`config.mk`:
```
export PLATFORM = sky130hd
export DESIGN_NAME = svs_ram
export DESIGN_NICKNAME = d
export VERILOG_FILES = /design/src/assert_macros.svh /design/src/svs_pkg.sv /design/src/svs_ram.sv
export SDC_FILE = /design/constraint.sdc
export NUM_CORES = 1
export LEC_CHECK = 0
export ABC_AREA = 1
export ABC_CLOCK_PERIOD_IN_PS = 2900
export BUFFER_PORTS_ARGS = -buffer_cell sky130_fd_sc_hd__buf_2
export CORE_ASPECT_RATIO = 1.2
export CORE_MARGIN = 10
export CORE_UTILIZATION = 45
export CTS_CLUSTER_SIZE = 12
export DETAILED_ROUTE_END_ITERATION = 12
export PLACE_DENSITY = 0.64
export SLEW_MARGIN = 5
export SYNTH_ARGS = -nofsm -noshare
export SYNTH_HDL_FRONTEND = slang
export SYNTH_SLANG_ARGS = --single-unit
```
`constraint.sdc`:
```
create_clock -name clk -period 2.9 [get_ports clk]
set_input_delay 0.435 -clock clk [delete_from_list [all_inputs] [get_ports clk]]
set_output_delay 0.435 -clock clk [all_outputs]
set_load 0.01 [all_outputs]
```
`src/assert_macros.svh`:
```
`ifndef ASSERT_MACROS_SVH
`define ASSERT_MACROS_SVH

// Concurrent check on an explicit clock and active-low reset.
`define SVS_ASSERT(lbl, clk_s, rstn_s, prop, msg) \
  lbl: assert property (@(posedge clk_s) disable iff (!rstn_s) prop) \
    else $error(msg);

// Same check on the module's own clk and rst_n.
`define SVS_ASSERT_CLK(lbl, prop, msg) \
  `SVS_ASSERT(lbl, clk, rst_n, prop, msg)

`endif

```
`src/svs_pkg.sv`:
```
package svs_pkg;

  // Default sizing
  localparam int ZONES_DEF = 64;
  localparam int MAXV_DEF  = 16;

  // Field widths
  localparam int ZONE_IN_W = 6;
  localparam int ZONE_IN_N = 2 ** ZONE_IN_W;
  localparam int CNT_W     = 5;
  localparam int MODE_W    = 3;
  localparam int MASK_W    = 16;
  localparam int DRAW_W    = 16;
  localparam int IDX_W     = 4;
  localparam int IDX_N     = 2 ** IDX_W;

  // Special values: no index chosen yet, no variant played yet
  localparam logic [IDX_W-1:0] LAST_NONE   = IDX_W'(IDX_N - 1);
  localparam logic [CNT_W-1:0] PLAYED_NONE = CNT_W'(IDX_N);

  // Play modes
  localparam logic [MODE_W-1:0] MODE_RR     = MODE_W'(0);
  localparam logic [MODE_W-1:0] MODE_RAND   = MODE_W'(1);
  localparam logic [MODE_W-1:0] MODE_NOREP  = MODE_W'(2);
  localparam logic [MODE_W-1:0] MODE_CYCLE  = MODE_W'(3);
  localparam logic [MODE_W-1:0] MODE_UNISON = MODE_W'(4);

  // Remainder unit: quotient bits per cycle
  localparam int DIV_RADIX = 2;
  localparam int DIV_STEPS = DRAW_W / DIV_RADIX;
  localparam int STEP_W    = $clog2(DIV_STEPS);

  typedef struct packed {
    logic [ZONE_IN_W-1:0] zone_index;
    logic [CNT_W-1:0]     variant_count;
    logic [MODE_W-1:0]    play_mode;
    logic [MASK_W-1:0]    present_mask;
    logic                 skip;
    logic [DRAW_W-1:0]    rand_a;
    logic [DRAW_W-1:0]    rand_b;
  } in_t;

  typedef struct packed {
    logic [IDX_W-1:0] variant_index;
    logic             has_variant;
    logic             start_voice;
  } out_t;

  // Per-zone state word
  typedef struct packed {
    logic [IDX_W-1:0] last_index;
    logic [CNT_W-1:0] bag_fill;
    logic [CNT_W-1:0] bag_size;
    logic [CNT_W-1:0] last_played;
  } zone_st_t;

  localparam zone_st_t ZONE_RST = '{
    last_index:  '0,
    bag_fill:    '0,
    bag_size:    '0,
    last_played: PLAYED_NONE
  };

  typedef struct packed {
    logic              start;
    logic [DRAW_W-1:0] dividend;
    logic [CNT_W-1:0]  divisor;
  } div_req_t;

  typedef struct packed {
    logic             done;
    logic [CNT_W-1:0] rem;
  } div_rsp_t;

endpackage

```
`src/svs_ram.sv`:
```
module svs_ram
  import svs_pkg::*;
#(
  parameter int DATA_W = IDX_W,
  parameter int DEPTH  = ZONES_DEF
) (
  input  logic                                      clk,
  input  logic                                      we,
  input  logic [((DEPTH > 1) ? $clog2(DEPTH) : 1)-1:0] waddr,
  input  logic [DATA_W-1:0]                         wdata,
  input  logic [((DEPTH > 1) ? $clog2(DEPTH) : 1)-1:0] raddr,
  output logic [DATA_W-1:0]                         rdata
);

  logic [DATA_W-1:0] mem [DEPTH];
  logic [DATA_W-1:0] rdata_r;

  // Single write port
  always_ff @(posedge clk) begin
    if (we) begin
      mem[waddr] <= wdata;
    end
  end

  // Registered read
  always_ff @(posedge clk) begin
    rdata_r <= mem[raddr];
  end

  assign rdata = rdata_r;

endmodule

```
==> impl_results.md <==
* Inserted Clock Buffers at 26
* Sw frac at 0.212
* Cell area after technology mapping at 10900 µm²
* Chip width at 162 µm
* Nets in the synthesized netlist at 966
* Total of flip-flops plus latches after synthesis at 260
* Buffer type at the clock tree root: sky130_fd_sc_hd__clkbuf_16
* # Max-Cap Violations at 0
* Vias after detailed routing at 7036
* Slowest CP cell: sky130_fd_sc_hd__nor4_1
* CTS-repair resized insts at 0
* Largest net degree at the start of global routing at 129
* Crit. End Element: flip-flop
* Hold Crit Depth at 3
* Overall Global Routing Usage at 0.164
* I/O pins at 22
* Min Clock Period, post-route at 1660 ps
* Area growth, synth to finish at 10.3%
* Critical Path AT at 1800 ps
* Number of nets with antenna violations after routing at 0
* Sequential group share of total power at 0.537
* Ordered cell list for the critical path: buf_2 -> inv_1 -> nand4_1 -> nor4_1
* Setup bufs post-CTS at 0
* Clk_lat worst skew at 520 ps
* Element type at the critical path start: input pin
* Chip Height at 190 µm
* First-pass GRT wire length at 39600 µm
* Cell count after synthesis at 948
* Area of the die at 30800 µm²
* Clock input transition at the sequential cells of the worst setup and hold paths at 60 ps
* Number of antenna violations at the first check in global routing at 0
* Fraction of layout instances using a drive strength above 1 at 0.0787
* Routability-driven placement congestion ratio at 0.859
* Starting density of the core at 0.455
* Required time of the critical path at 3040 ps
* Via density at 5.42
* Cell depth of the worst setup path at 4
* Sequential cell area fraction in the yosys report at 0.714
* Maximum fanout along the worst path at 8
* Final layout net count at 983
* Number of levels the H-tree was split into at 1
* Synth area leader: sky130_fd_sc_hd__edfxtp_1
* Internal power component at 6.12 mW
* Count of cells along the worst register-to-register path at 8
* Top post-synthesis cells by area: sky130_fd_sc_hd__edfxtp_1 71%, sky130_fd_sc_hd__nand2_1 11%, sky130_fd_sc_hd__nand3_1 10%
* Max Fclk at 602 MHz
* Total power density per cell area at 647 nW/µm²
* Core box area at 23900 µm²
* Final Hold Viols at 0
* Number of warning messages in the yosys log at 0
* Maximum clock path buffer count at 3
* Clock tree skew after final layout at 9.34 ps
* Post-route DRC at 0
* Distinct cell type count of the synthesized netlist at 14
* Number of placement rows at 62
* First-pass iteration count of the detailed router at 7
* Power, Total at 7.77 mW
* Clk network pwr share at 0.399
* Vias in the first global route at 6963
* Setup violations, final at 0
* GRT Residual Overflow at 0
* Leakage power at 4.29 nW
* Drt first-iter violations at 551
* Classification of the worst-slack hold path: input pin to flip-flop
* Worst-case headroom to the max-slew limit at 0.347
* Combinational fraction of design power at 0.064
* Clock tree from TritonCTS: built
* Total of fill cells in the finished design at 2144
* Delay of the slowest cell on the worst path at 820 ps
* Aggregate negative setup slack at 0 ps
* Net switching component of the power at 1.65 mW
* Slack of the worst reg-to-reg path at 1620 ps
* Family with the most delay on the worst path: simple AND/OR/NAND/NOR gates
* Total number of clock tree sinks at 260
* Wire per inst at 19.9 µm
* Total of hold buffers inserted after clock tree synthesis at 0
* Actual transition at the worst max-transition pin at 970 ps
* Total count of max-transition violations in the final report at 0
* RSZ-0062 raised after global routing: false
* Worst VDD drop at 451 µV
* Result of the run: finished clean
* Classification of the worst setup path: input pin to flip-flop
* Per-instance average area after synthesis at 11.5 µm²
* I/O Buffers at 21
* ANT cells at 0
* Hpwl dp at 15700 µm
* Proportion of netlist area held by the largest area contributor at 0.706
* Detailed Route WL at 25800 µm
* Period Utilization, post-route at 0.573
* Buffering stage count on the worst path with inverters included at 2
## state kept, by name, summed over array words and instances (netlist names)
signal / count
rdata: 4
mem: 256
## placed cells by master (no fill, tap or decap)
master / count
sky130_fd_sc_hd__buf_12: 6
sky130_fd_sc_hd__bufinv_16: 1
sky130_fd_sc_hd__dfxtp_1: 4
sky130_fd_sc_hd__nand3_1: 223
sky130_fd_sc_hd__nand2_1: 324
sky130_fd_sc_hd__inv_1: 10
sky130_fd_sc_hd__nand4_1: 9
sky130_fd_sc_hd__buf_4: 19
sky130_fd_sc_hd__clkbuf_8: 2
sky130_fd_sc_hd__clkbuf_1: 10
sky130_fd_sc_hd__edfxtp_1: 256
sky130_fd_sc_hd__clkinv_2: 1
sky130_fd_sc_hd__nor4_1: 8
sky130_fd_sc_hd__clkbuf_16: 27
sky130_fd_sc_hd__inv_2: 1
sky130_fd_sc_hd__nor2_1: 56
sky130_fd_sc_hd__clkinv_1: 1
sky130_fd_sc_hd__buf_2: 20
## logic make-up (layout without fill, tap and decap cells)
logic type / count (synthesis) / count (layout) / synth area share
flip-flops: 260 / 260 / 0.714
buffers and inverters: 68 / 98 / 0.0428
AND/OR/NAND/NOR: 620 / 620 / 0.243
## metal layers
layer,up-vias,share of wire,wire (µm),GRT usage
met5,-,0,0,0
met4,0,0.020,510,0.0452
met3,38,0.053,1360,0.0229
met2,199,0.51,13200,0.289
met1,3438,0.42,10700,0.208
li1,3361,-,-,-
## synthesized netlist by cell type
library cell and instances:
sky130_fd_sc_hd__nand2_1 324, sky130_fd_sc_hd__inv_2 2, sky130_fd_sc_hd__nor2_1 56, sky130_fd_sc_hd__edfxtp_1 256, sky130_fd_sc_hd__dfxtp_1 4, sky130_fd_sc_hd__nand4_1 9
sky130_fd_sc_hd__clkbuf_1 11, sky130_fd_sc_hd__nor4_1 8, sky130_fd_sc_hd__buf_6 23, sky130_fd_sc_hd__inv_1 10, sky130_fd_sc_hd__buf_2 15, sky130_fd_sc_hd__buf_1 2
sky130_fd_sc_hd__nand3_1 223, sky130_fd_sc_hd__buf_4 5
## power groups by stage
stage,sequential [mW],combinational (mW),clock [mW]
floorplan,4.25,0.306,0
detailed placement,4.25,0.501,0
global route,4.17,0.549,3.29
finish,4.17,0.497,3.10
global placement,4.25,0.497,0
CTS,4.17,0.502,3.15
## worst reg2reg max path: cells and delay by family (launching register included)
family        cells  cell delay, ps
flops             1             370
simple gates      8             790
## path summary, 6_finish.rpt
path | start | endpoint
max | waddr[3] | mem[48][0]
min | raddr[5] | rdata[1]
max reg2reg | mem[62][3] | rdata[3]
min reg2reg | mem[16][2] | rdata[2]
## per-stage QoR
step                      hold WS [ps]  std cells  instance area, µm²  utilization  worst slack, ps
after floorplan                    534        948               10900            -             1090
after global placement             747       1257               11200        0.470              705
after detailed placement           754       1257               11200        0.470              699
after CTS                          210       1298               12000        0.502             1240
after global routing               230       1298               12000        0.502             1090
final                              241       1298               12000        0.502             1240
## area by class of cell
| type | count | area (µm²) | area share |
|---|---|---|---|
| Timing Repair Buffer | 45 | 363 | 0.0302 |
| Clock buffer | 39 | 741 | 0.0617 |
| Sequential cell | 260 | 7770 | 0.647 |
| Clock inverter | 2 | 33.8 | 0.00282 |
| Inverter | 12 | 46.3 | 0.00386 |
| Multi-Input combinational cell | 620 | 2650 | 0.221 |
| Tap cell | 320 | 400 | 0.0334 |
(Power assumes the default switching activity.)
