## src/assert_macros.svh

```systemverilog
`ifndef ASSERT_MACROS_SVH
`define ASSERT_MACROS_SVH

// Concurrent check on an explicit clock and active-low reset.
`define SVS_ASSERT(lbl, clk_s, rstn_s, prop, msg) \
  lbl: assert property (@(posedge clk_s) disable iff (!rstn_s) prop) \
    else $error(msg);

// Same check on the module's own clk and rst_n.
`define SVS_ASSERT_CLK(lbl, prop, msg) \
  `SVS_ASSERT(lbl, clk, rst_n, prop, msg)

`endif

```

## src/svs_pkg.sv

```systemverilog
package svs_pkg;

  // Default sizing
  localparam int ZONES_DEF = 64;
  localparam int MAXV_DEF  = 16;

  // Field widths
  localparam int ZONE_IN_W = 6;
  localparam int ZONE_IN_N = 2 ** ZONE_IN_W;
  localparam int CNT_W     = 5;
  localparam int MODE_W    = 3;
  localparam int MASK_W    = 16;
  localparam int DRAW_W    = 16;
  localparam int IDX_W     = 4;
  localparam int IDX_N     = 2 ** IDX_W;

  // Special values: no index chosen yet, no variant played yet
  localparam logic [IDX_W-1:0] LAST_NONE   = IDX_W'(IDX_N - 1);
  localparam logic [CNT_W-1:0] PLAYED_NONE = CNT_W'(IDX_N);

  // Play modes
  localparam logic [MODE_W-1:0] MODE_RR     = MODE_W'(0);
  localparam logic [MODE_W-1:0] MODE_RAND   = MODE_W'(1);
  localparam logic [MODE_W-1:0] MODE_NOREP  = MODE_W'(2);
  localparam logic [MODE_W-1:0] MODE_CYCLE  = MODE_W'(3);
  localparam logic [MODE_W-1:0] MODE_UNISON = MODE_W'(4);

  // Remainder unit: quotient bits per cycle
  localparam int DIV_RADIX = 2;
  localparam int DIV_STEPS = DRAW_W / DIV_RADIX;
  localparam int STEP_W    = $clog2(DIV_STEPS);

  typedef struct packed {
    logic [ZONE_IN_W-1:0] zone_index;
    logic [CNT_W-1:0]     variant_count;
    logic [MODE_W-1:0]    play_mode;
    logic [MASK_W-1:0]    present_mask;
    logic                 skip;
    logic [DRAW_W-1:0]    rand_a;
    logic [DRAW_W-1:0]    rand_b;
  } in_t;

  typedef struct packed {
    logic [IDX_W-1:0] variant_index;
    logic             has_variant;
    logic             start_voice;
  } out_t;

  // Per-zone state word
  typedef struct packed {
    logic [IDX_W-1:0] last_index;
    logic [CNT_W-1:0] bag_fill;
    logic [CNT_W-1:0] bag_size;
    logic [CNT_W-1:0] last_played;
  } zone_st_t;

  localparam zone_st_t ZONE_RST = '{
    last_index:  '0,
    bag_fill:    '0,
    bag_size:    '0,
    last_played: PLAYED_NONE
  };

  typedef struct packed {
    logic              start;
    logic [DRAW_W-1:0] dividend;
    logic [CNT_W-1:0]  divisor;
  } div_req_t;

  typedef struct packed {
    logic             done;
    logic [CNT_W-1:0] rem;
  } div_rsp_t;

endpackage

```

## src/svs_mod.sv

```systemverilog
`include "assert_macros.svh"

module svs_mod
  import svs_pkg::*;
(
  input  logic     clk,
  input  logic     rst_n,
  input  div_req_t req,
  output div_rsp_t rsp
);

  logic              busy_r;
  logic              done_r;
  logic [STEP_W-1:0] cnt_r;
  logic [DRAW_W-1:0] dnd_r;
  logic [CNT_W-1:0]  div_r;
  logic [CNT_W-1:0]  rem_r;
  logic [DRAW_W-1:0] dnd_nxt;
  logic [CNT_W-1:0]  rem_nxt;

  // Restoring remainder, DIV_RADIX dividend bits per cycle, MSB first
  always_comb begin
    logic [CNT_W-1:0] part;
    rem_nxt = rem_r;
    dnd_nxt = dnd_r;
    part    = '0;
    for (int k = 0; k < DIV_RADIX; k++) begin
      part    = {rem_nxt[CNT_W-2:0], dnd_nxt[DRAW_W-1]};
      dnd_nxt = dnd_nxt << 1;
      rem_nxt = (part >= div_r) ? part - div_r : part;
    end
  end

  // Control
  always_ff @(posedge clk) begin
    if (!rst_n) begin
      busy_r <= 1'b0;
      done_r <= 1'b0;
      cnt_r  <= '0;
    end else begin
      done_r <= 1'b0;
      if (req.start && !busy_r) begin
        busy_r <= 1'b1;
        cnt_r  <= '0;
      end else if (busy_r) begin
        cnt_r <= cnt_r + STEP_W'(1);
        if (cnt_r == STEP_W'(DIV_STEPS - 1)) begin
          busy_r <= 1'b0;
          done_r <= 1'b1;
        end
      end
    end
  end

  // Datapath
  always_ff @(posedge clk) begin
    if (req.start && !busy_r) begin
      dnd_r <= req.dividend;
      div_r <= req.divisor;
      rem_r <= '0;
    end else if (busy_r) begin
      dnd_r <= dnd_nxt;
      rem_r <= rem_nxt;
    end
  end

  assign rsp.done = done_r;
  assign rsp.rem  = rem_r;

  `SVS_ASSERT_CLK(a_rem_below_div, done_r |-> (rem_r < div_r), "remainder not below divisor")
  `SVS_ASSERT_CLK(a_no_restart, busy_r |-> !req.start, "remainder unit restarted while busy")

endmodule
```

## config.mk

```make
export PLATFORM = sky130hd
export DESIGN_NAME = svs_mod
export DESIGN_NICKNAME = d
export VERILOG_FILES = /design/src/svs_pkg.sv /design/src/svs_mod.sv
export VERILOG_INCLUDE_DIRS = /design/src /design/src/src
export SDC_FILE = /design/constraint.sdc
export NUM_CORES = 1
export LEC_CHECK = 0
export ABC_AREA = 1
export BUFFER_PORTS_ARGS = -buffer_cell sky130_fd_sc_hd__buf_2
export CAP_MARGIN = 10
export CORE_AREA = 2 2 62 64
export CTS_BUF_LIST = sky130_fd_sc_hd__clkbuf_16
export DETAILED_ROUTE_END_ITERATION = 16
export DIE_AREA = 0 0 64 66
export MAX_ROUTING_LAYER = met4
export PLACE_DENSITY = 0.76
export SETUP_SLACK_MARGIN = 0.5
export SLEW_MARGIN = 20
export SYNTH_ARGS = -nofsm -noshare
export SYNTH_HDL_FRONTEND = slang
export SYNTH_SLANG_ARGS = --single-unit
```

## constraint.sdc

```tcl
create_clock -name clk -period 2.34 [get_ports clk]
set_input_delay 0.351 -clock clk [delete_from_list [all_inputs] [get_ports clk]]
set_output_delay 0.351 -clock clk [all_outputs]
set_load 0.01 [all_outputs]
```

==> impl_metrics.yaml, run 1 <==
clock_network:
  cts_tree: "done"
  clock_path_buffers: 2
  worstSkewPairLatency_ns: 0.28
  cts_buffers: 5
  ctsHtreeMaxLevel: 2
  clockRootBuffer: "clkbuf_16"
  postCtsHoldBufs: 0
  clock_sinks: 31
  clkTransAtPathRegs_ns: 0.05
placed_design:
  dp_cells: 298
  place_ws_ns: -0.158
  portBuffers: 29
  gp_congestion: 0.938
  dp.final_hpwl_mm: 2.55
sta:
  fin_setup_tns_ns: -0.654
  timing.final.crit_share_pct: 106
  fin_skew_ns: 0.00343
  worstMarginPinSlew_ns: 0.461
  rsz0062_at_grt: "true"
  hold_violations: 0
  setup_viol: 5
  slew_viol_final: 0
  max_slew_margin_pct: 69.2
  fin_hold_ws_ns: 0.248
  timing.final.ws_setup_ns: -0.148
  max_freq_ghz: 0.402
  period_needed_ns: 2.49
yosys:
  netlist_top_cells_area: "edfxtp_1 (36%), nand2_1 (17%), dfxtp_1 (12%), ha_1 (8.6%), inv_1 (5.6%)"
  synth_ff_type: "edfxtp_1"
  yosysSeqAreaShare_pct: 47.8
  ys_types: 24
  synth_edf_count: 21
  ys_async_sr_fraction_pct: 0
  ys_ff_latch: 31
  syn-num-nets: 240
  synth-warning-count: 0
  synthCells: 202
  synth_top_area_share_pct: 36.3
  synth_area_um2: 1740
  post_synth.cell_area_avg_um2: 8.61
  synth_top_area_cell: "edfxtp_1"
finish:
  layout_commonest_cell: "nand2_1"
  diodes: 0
  drive_gt1_share_pct: 45.2
  layout_common_cells: "nand2_1 (67), buf_4 (33), buf_2 (29)"
  areaGrowthSynthToFinish_pct: 45.2
  nets: 307
  instances_no_fill: 318
global_route:
  grtUsageTotal_pct: 19.9
  overflow: 0
  antenna_found_initial: 0
  grt_pass1_wl_mm: 6.17
  grt_max_degree: 21
  grt_pass1_vias: 1493
drt:
  highest_layer: "met4"
  met3WireLength_um: 163
  ant_nets: 0
  wl_met2_mm: 2.02
  wl_mm: 4.08
  drtIter0Drc: 71
  viasPerCell: 4.87
  drc: 0
  post_drt_wl_per_cell_um: 12.8
  first_pass_iters: 4
  vias: 1550
  wl_met1_mm: 1.74
min_path:
  hold_class: "input pin to flop"
setup_path:
  start_kind: "flop"
  worstSetupEndpointType: "flop"
  cp_data_required_time_ns: 2.51
  arrival_ns: 2.65
  path_class: "flop to flop"
  crit_fanout: 8
die:
  die_y_um: 66
  pin_count: 30
  dieArea_um2: 4220
  initial_core_util_pct: 49.0
  core_area_um2: 3550
  rows: 22
  die_x_um: 64
pwr:
  peakVddDrop_mv: 0.587
  p_leak_nw: 1.23
  power_density_nw_per_um2: 1200
  power_mw: 3.03
flow_run:
  maxCapViolCount: 0
status:
  violations: "setup timing"
  outcome: "finished, violations left"
[flip-flops by register name, indices dropped and copies added, names as in the netlist]
name    flops
dnd_r      16
div_r       5
busy_r      1
done_r      1
cnt_r       3
rem_r       5
[cells by family (layout without fill, tap and decap cells)]
family | after synthesis | count (layout) | synth area share [%]
adders and majority gates | 14 | 14 | 10.9
and+or+nand+nor | 102 | 102 | 25.1
xor gates and xnor gates | 4 | 4 | 2.01
AOI/OAI and AO/OA | 18 | 18 | 6.26
DFF | 31 | 31 | 47.8
buffers and inverters | 33 | 101 | 7.91
[per-stage QoR]
stage	instance area, um2	util, %
6_report	2520	71.1
3_5_place_dp	2140	60.4
3_3_place_gp	2140	60.4
4_1_cts	2420	68.1
2_1_floorplan	1800	-
5_1_grt	2520	71.1
[layer usage]
metal  track usage [%]  up-vias
met4              13.3        0
met5                 -        -
met2              32.3       40
li1                  -      780
met3              5.45       16
met1              21.5      714
[report_power, final]
| group | internal (mW) | leakage, nW | switching, mW |
|---|---|---|---|
| registers | 0.676 | 0.296 | 0.0522 |
| logic | 0.825 | 0.859 | 0.878 |
| clock network | 0.382 | 0.0762 | 0.212 |
| total | 1.88 | 1.23 | 1.14 |
[worst max-delay path: stages, from the launching register on]
cell	delay, ns
edfxtp_1	0.42
ha_4	0.30
inv_4	0.03
nand2_2	0.04
nand2_1	0.05
nand2_1	0.07
nand2_2	0.09
nand2_4	0.11
nand2_2	0.06
nand2_2	0.09
inv_2	0.05
ha_4	0.25
nand2_1	0.09
nand2_2	0.08
a21oi_4	0.14
nand3_4	0.17
buf_6	0.17
o21ai_2	0.10
nand2_1	0.05
[cell usage after synthesis (3+ instances only)]
master    number
xnor2_1        3
dfxtp_1       10
nand2_2        3
nor2_1         7
nand4_1        3
nand3_1        8
o21ai_1        7
nand2_1       78
edfxtp_1      21
inv_1         26
a21oi_2        4
a21oi_1        6
ha_1          12
[area by class of cell]
cell class              instances  area, um2
inverters                      29        114
flip-flops and latches         31        833
clock inverters                 3       12.5
clock buffers                   5        125
fillers                       250       1030
well taps                      48       60.1
repair buffers                 64        415
multi-input cells             138        965
[path summary, 6_finish.rpt]
| check | cells after the start | slack, ns | end | start |
|---|---|---|---|---|
| setup reg to reg | 18 | -0.15 | rem_r[2] | div_r[0] |
| setup / recovery | 18 | -0.15 | rem_r[2] | div_r[0] |
| hold reg to reg | 2 | 0.47 | cnt_r[2] | cnt_r[2] |
| hold / removal | 1 | 0.25 | div_r[1] | req[1] |
[repair_timing]
| action | CTS | global route |
|---|---|---|
| resized for setup | 20 | 17 |
| pin swaps | 14 | 16 |
| buffers inserted | 6 | 6 |
| endpoints found under the setup margin | 5 | 5 |
(Power assumes the default switching activity.)
==> run 2: changes to the inputs <==
Settings changed: SETUP_SLACK_MARGIN 0.5 to unset.
==> run 2 against run 1 <==
The flow still finishes with violations (setup timing). Setup slack about the same. Maximum frequency about the same. Register-to-register slack about the same. Non-clock buffer count decreased by 5. Sequential cell count unchanged. Global-route usage increased by 1.2 points. Critical path type unchanged.
==> impl_metrics.yaml, run 2 (synthesized netlist as in run 1, its figures left out) <==
sta:
  period_needed_ns: 2.49
  worstMarginPinSlew_ns: 0.703
  rsz0062_at_grt: "true"
  slew_viol_final: 0
  max_freq_ghz: 0.402
  setup_viol: 5
  timing.final.ws_setup_ns: -0.148
  timing.final.crit_share_pct: 106
  fin_skew_ns: 0.00225
  max_slew_margin_pct: 53.1
  hold_violations: 0
die:
  dieArea_um2: 4220
  core_area_um2: 3550
  die_y_um: 66
  pin_count: 30
  die_x_um: 64
  rows: 22
  initial_core_util_pct: 49.0
finish:
  drive_gt1_share_pct: 41.0
  largest-register: "dnd_r"
  layout_commonest_cell: "nand2_1"
  final_area_um2: 2470
  layout_common_cells: "nand2_1 (70), buf_2 (29), buf_4 (28)"
  nets: 303
  largest_reg_flops: 16
  top_regs: "dnd_r: 16 flops, div_r: 5 flops, rem_r: 5 flops"
  diodes: 0
  areaGrowthSynthToFinish_pct: 41.9
pwr:
  power_density_nw_per_um2: 1200
  power_mw: 2.96
  peakVddDrop_mv: 0.896
  p_leak_nw: 1.22
setup_path:
  cp_data_required_time_ns: 2.54
  worstSetupEndpointType: "flop"
  crit_buf_inv: 2
  worst_path_largest_cell_delay_ns: 0.51
  crit_family: "adder cells"
  path_class: "flop to flop"
  arrival_ns: 2.69
  start_kind: "flop"
  crit_path_cell_trace: "inv_2 -> ha_4 -> inv_2 -> fa_2 -> nand2_1 -> o21ai_2 -> ha_4 -> nand2_4 -> nand2_2 -> a21oi_4 -> nand3_4 -> a21oi_2 -> nand2_1 -> a21oi_2"
  crit_fanout: 5
  cp_slowest_cell: "fa_2"
clock_network:
  clkTransAtPathRegs_ns: 0.05
  clock_sinks: 31
  cts_tree: "done"
  cts_buffers: 5
  ctsHtreeMaxLevel: 2
  clock_path_buffers: 2
  worstSkewPairLatency_ns: 0.27
  clockRootBuffer: "clkbuf_16"
  postCtsHoldBufs: 0
global_route:
  overflow: 0
  grt_pass1_vias: 1511
  antenna_found_initial: 0
  grt_max_degree: 22
  grt_pass1_wl_mm: 6.55
  grtUsageTotal_pct: 21.1
placed_design:
  place_ws_ns: -0.180
  portBuffers: 29
  dpl-instance-area_um2: 2080
  gp_congestion: 0.913
  dp.final_hpwl_mm: 2.61
drt:
  drc: 0
  wl_mm: 4.15
  ant_nets: 0
  vias: 1518
  viasPerCell: 4.83
  first_pass_iters: 4
  post_drt_wl_per_cell_um: 13.2
  drtIter0Drc: 97
status:
  outcome: "finished, violations left"
  violations: "setup timing"
min_path:
  hold_class: "input pin to flop"
flow_run:
  maxCapViolCount: 0
## run 2: changes by cell type in the layout (fill, tap and decap cells not counted), sizes merged
cell    previous run  this run
clkinv             2         3
nand3              9        10
buf               64        59
inv               30        29
## run 2: per-layer routing
| metal | track usage (%) | vias up | part of all wire (%) |
|---|---|---|---|
| li1 | - | 773 | - |
| met1 | 23.6 | 688 | 41 |
| met2 | 38.5 | 53 | 53 |
| met3 | 4.60 | 4 | 4.9 |
| met4 | 5.16 | 0 | 1.0 |
| met5 | - | - | 0 |
## run 2: power breakdown
group          internal (mW)  switching [mW]  total (mW)
Combinational          0.791           0.860        1.65
Sequential             0.673          0.0438       0.717
Clock                  0.381           0.211       0.593
Total                   1.85            1.11        2.96
## run 2: worst reg2reg max path, cell delays in order, from the launching register on
cell	delay (ns)
edfxtp_1	0.37
inv_2	0.09
ha_4	0.14
inv_2	0.04
fa_2	0.51
nand2_1	0.07
o21ai_2	0.10
ha_4	0.26
nand2_4	0.07
nand2_2	0.06
a21oi_4	0.21
nand3_4	0.14
a21oi_2	0.17
nand2_1	0.08
a21oi_2	0.11
## run 2: final timing paths
kind / endpoint / slack (ns) / startpoint / cells past startpoint
setup / recovery: rem_r[4] / -0.15 / dnd_r[15] / 14
hold / removal: div_r[0] / 0.25 / req[0] / 1
setup reg to reg: rem_r[4] / -0.15 / dnd_r[15] / 14
hold reg to reg: cnt_r[2] / 0.47 / cnt_r[2] / 2
## run 2: final cells by class
class | count | area [um2]
multi-input combinational | 139 | 951
timing repair buffer | 59 | 378
clock inverter | 3 | 11.3
sequential | 31 | 831
fill | 266 | 1080
clock buffer | 5 | 125
tap | 48 | 60.1
inverter | 29 | 111
## run 2: timing repair
action                                  in CTS  in global routing
pin swaps                                   17                 16
endpoints found under the setup margin       5                  5
hold endpoints to repair                     0                  0
gates resized for setup                     22                 16
cloned                                       1                  0
setup buffers                                5                  6
## run 2: per-stage QoR
stage / util, % / setup TNS [ns] / hold WS [ns] / cells
floorplan: - / 0 / 0.444 / 202
global placement: 58.7 / -0.399 / 0.455 / 294
detailed placement: 58.7 / -0.641 / 0.461 / 294
CTS: 66.6 / -0.336 / 0.251 / 308
global route: 69.5 / -1.15 / 0.249 / 314
finish: 69.5 / -0.545 / 0.252 / 314
==> run 3: changes to the inputs <==
Settings changed: REMOVE_ABC_BUFFERS set to 1.
==> run 3 against run 2 <==
The flow still finishes with violations (setup timing). Via count shrank 0.53%. Register-to-register slack lost 0.06 ns. Combinational power grew 2%. Clock skew is essentially flat. Sequential share of layout area shrank 0.29 points. Clock power grew 3%. Global-route usage grew 0.92 points. Sequential cell count is the same.
==> impl_metrics.yaml, run 3 (synthesized netlist as in run 1, its figures left out) <==
placed_design:
  dpl-instance-area_um2: 2070
  dp.final_hpwl_mm: 2.49
  gp_congestion: 0.848
  place_ws_ns: -0.203
  portBuffers: 29
status:
  outcome: "finished, violations left"
  violations: "setup timing"
drt:
  drtIter0Drc: 48
  vias: 1510
  viasPerCell: 4.78
  wl_mm: 4.11
  ant_nets: 0
  drc: 0
  first_pass_iters: 4
  post_drt_wl_per_cell_um: 13.0
die:
  dieArea_um2: 4220
  initial_core_util_pct: 49.0
  die_x_um: 64
  core_area_um2: 3550
  pin_count: 30
  rows: 22
  die_y_um: 66
sta:
  max_slew_margin_pct: 57.1
  period_needed_ns: 2.55
  slew_viol_final: 0
  rsz0062_at_grt: "true"
  fin_hold_ws_ns: 0.245
  fin_skew_ns: 0.00233
  max_freq_ghz: 0.392
  fin_setup_tns_ns: -0.915
  setup_viol: 5
  hold_violations: 0
  timing.final.crit_share_pct: 109
  timing.final.ws_setup_ns: -0.209
  worstMarginPinSlew_ns: 0.643
finish:
  diodes: 0
  largest-register: "dnd_r"
  fillers: 271
  nets: 305
  layout_commonest_cell: "nand2_1"
  top_regs: "dnd_r: 16 flops, div_r: 5 flops, rem_r: 5 flops"
  largest_reg_flops: 16
  layout_common_cells: "nand2_1 (70), buf_4 (31), buf_2 (29)"
  areaGrowthSynthToFinish_pct: 43.1
  fin_util_pct: 70.1
  drive_gt1_share_pct: 40.3
  final_area_um2: 2490
pwr:
  peakVddDrop_mv: 0.665
  power_frac_clock_pct: 20.3
  p_int_mw: 1.87
  p_switching_mw: 1.15
  p_sw_share_pct: 38.0
  pwr-share-comb_pct: 56.1
  power_density_nw_per_um2: 1210
  p_seq_share_pct: 23.7
  p_leak_nw: 1.23
setup_path:
  r2r.worst_path.cells: 14
  arrival_ns: 2.77
  start_kind: "flop"
  path_class: "flop to flop"
  r2r_start: "dnd_r[15]"
  critPathCapture: "rem_r[3]"
  worstSetupEndpointType: "flop"
  r2r_setup_slack_ns: -0.21
  r2r_end: "rem_r[3]"
  cp_data_required_time_ns: 2.56
  crit_fanout: 5
  crit_start: "dnd_r[15]"
global_route:
  antenna_found_initial: 0
  grt_max_degree: 22
  grt_pass1_vias: 1468
  overflow: 0
  grt_pass1_wl_mm: 6.75
  grtUsageTotal_pct: 22.1
clock_network:
  ctsHtreeMaxLevel: 2
  clock_sinks: 31
  postCtsHoldBufs: 0
  cts_tree: "done"
  clockRootBuffer: "clkbuf_16"
  clkTransAtPathRegs_ns: 0.05
  cts_buffers: 5
  clock_path_buffers: 2
  worstSkewPairLatency_ns: 0.28
flow_run:
  maxCapViolCount: 0
min_path:
  hold_class: "input pin to flop"
## run 3: per-layer routing
layer | routed length [um] | global-route usage, % | vias to the layer above | part of all wire (%)
met2 | 2150 | 36.8 | 38 | 52
met5 | 0 | - | - | 0
met1 | 1730 | 24.9 | 685 | 42
met3 | 148 | 5.28 | 8 | 3.6
met4 | 87 | 10.9 | 0 | 2.1
li1 | - | - | 779 | -
## run 3: area by class of cell
class / instances / area, um2 / share of cell area [%]
clock buffers: 5 / 125 / 5.03
flip-flops and latches: 31 / 831 / 33.4
multi-input cells: 139 / 955 / 38.4
repair buffers: 61 / 389 / 15.6
inverters: 29 / 114 / 4.58
clock inverters: 3 / 15.0 / 0.603
well taps: 48 / 60.1 / 2.41
## run 3: what timing repair did
| item | 4_1_cts | 5_1_grt |
|---|---|---|
| gates resized for setup | 29 | 9 |
| buffers inserted | 7 | 4 |
| pin swaps | 12 | 16 |
| cloned | 1 | 0 |
| endpoints found under the setup margin | 5 | 5 |
## run 3: worst min-delay path by stage
stage | cells past startpoint | startpoint | to
6_report | 1 | req[3] | div_r[3]
5_1_grt | 1 | req[1] | div_r[1]
4_1_cts | 1 | req[3] | div_r[3]
3_5_place_dp | 2 | rem_r[4] | rem_r[4]
3_3_place_gp | 2 | cnt_r[2] | cnt_r[2]
2_1_floorplan | 2 | cnt_r[1] | cnt_r[1]
## run 3: worst max-delay path: stages (launching register included)
cell      delay, ns
edfxtp_1       0.38
inv_2          0.10
ha_4           0.16
inv_4          0.04
fa_2           0.56
nand2_2        0.07
o21ai_4        0.07
ha_4           0.25
nand2_2        0.07
nand2_2        0.07
a21oi_4        0.22
nand3_4        0.13
a21oi_1        0.20
o21ai_1        0.10
nand2_1        0.07
## run 3: power by group through the flow
stage,clock network [mW],logic [mW],registers (mW)
after floorplan,0,0.698,0.737
after detailed placement,0,1.15,0.718
after global routing,0.639,1.82,0.720
after CTS,0.616,1.50,0.713
final,0.611,1.69,0.713
after global placement,0,1.12,0.716
## run 3: through the flow
stage,instances,total power [mW]
2_1_floorplan,198,1.43
3_3_place_gp,296,1.84
3_5_place_dp,296,1.87
4_1_cts,312,2.83
5_1_grt,316,3.18
6_report,316,3.01
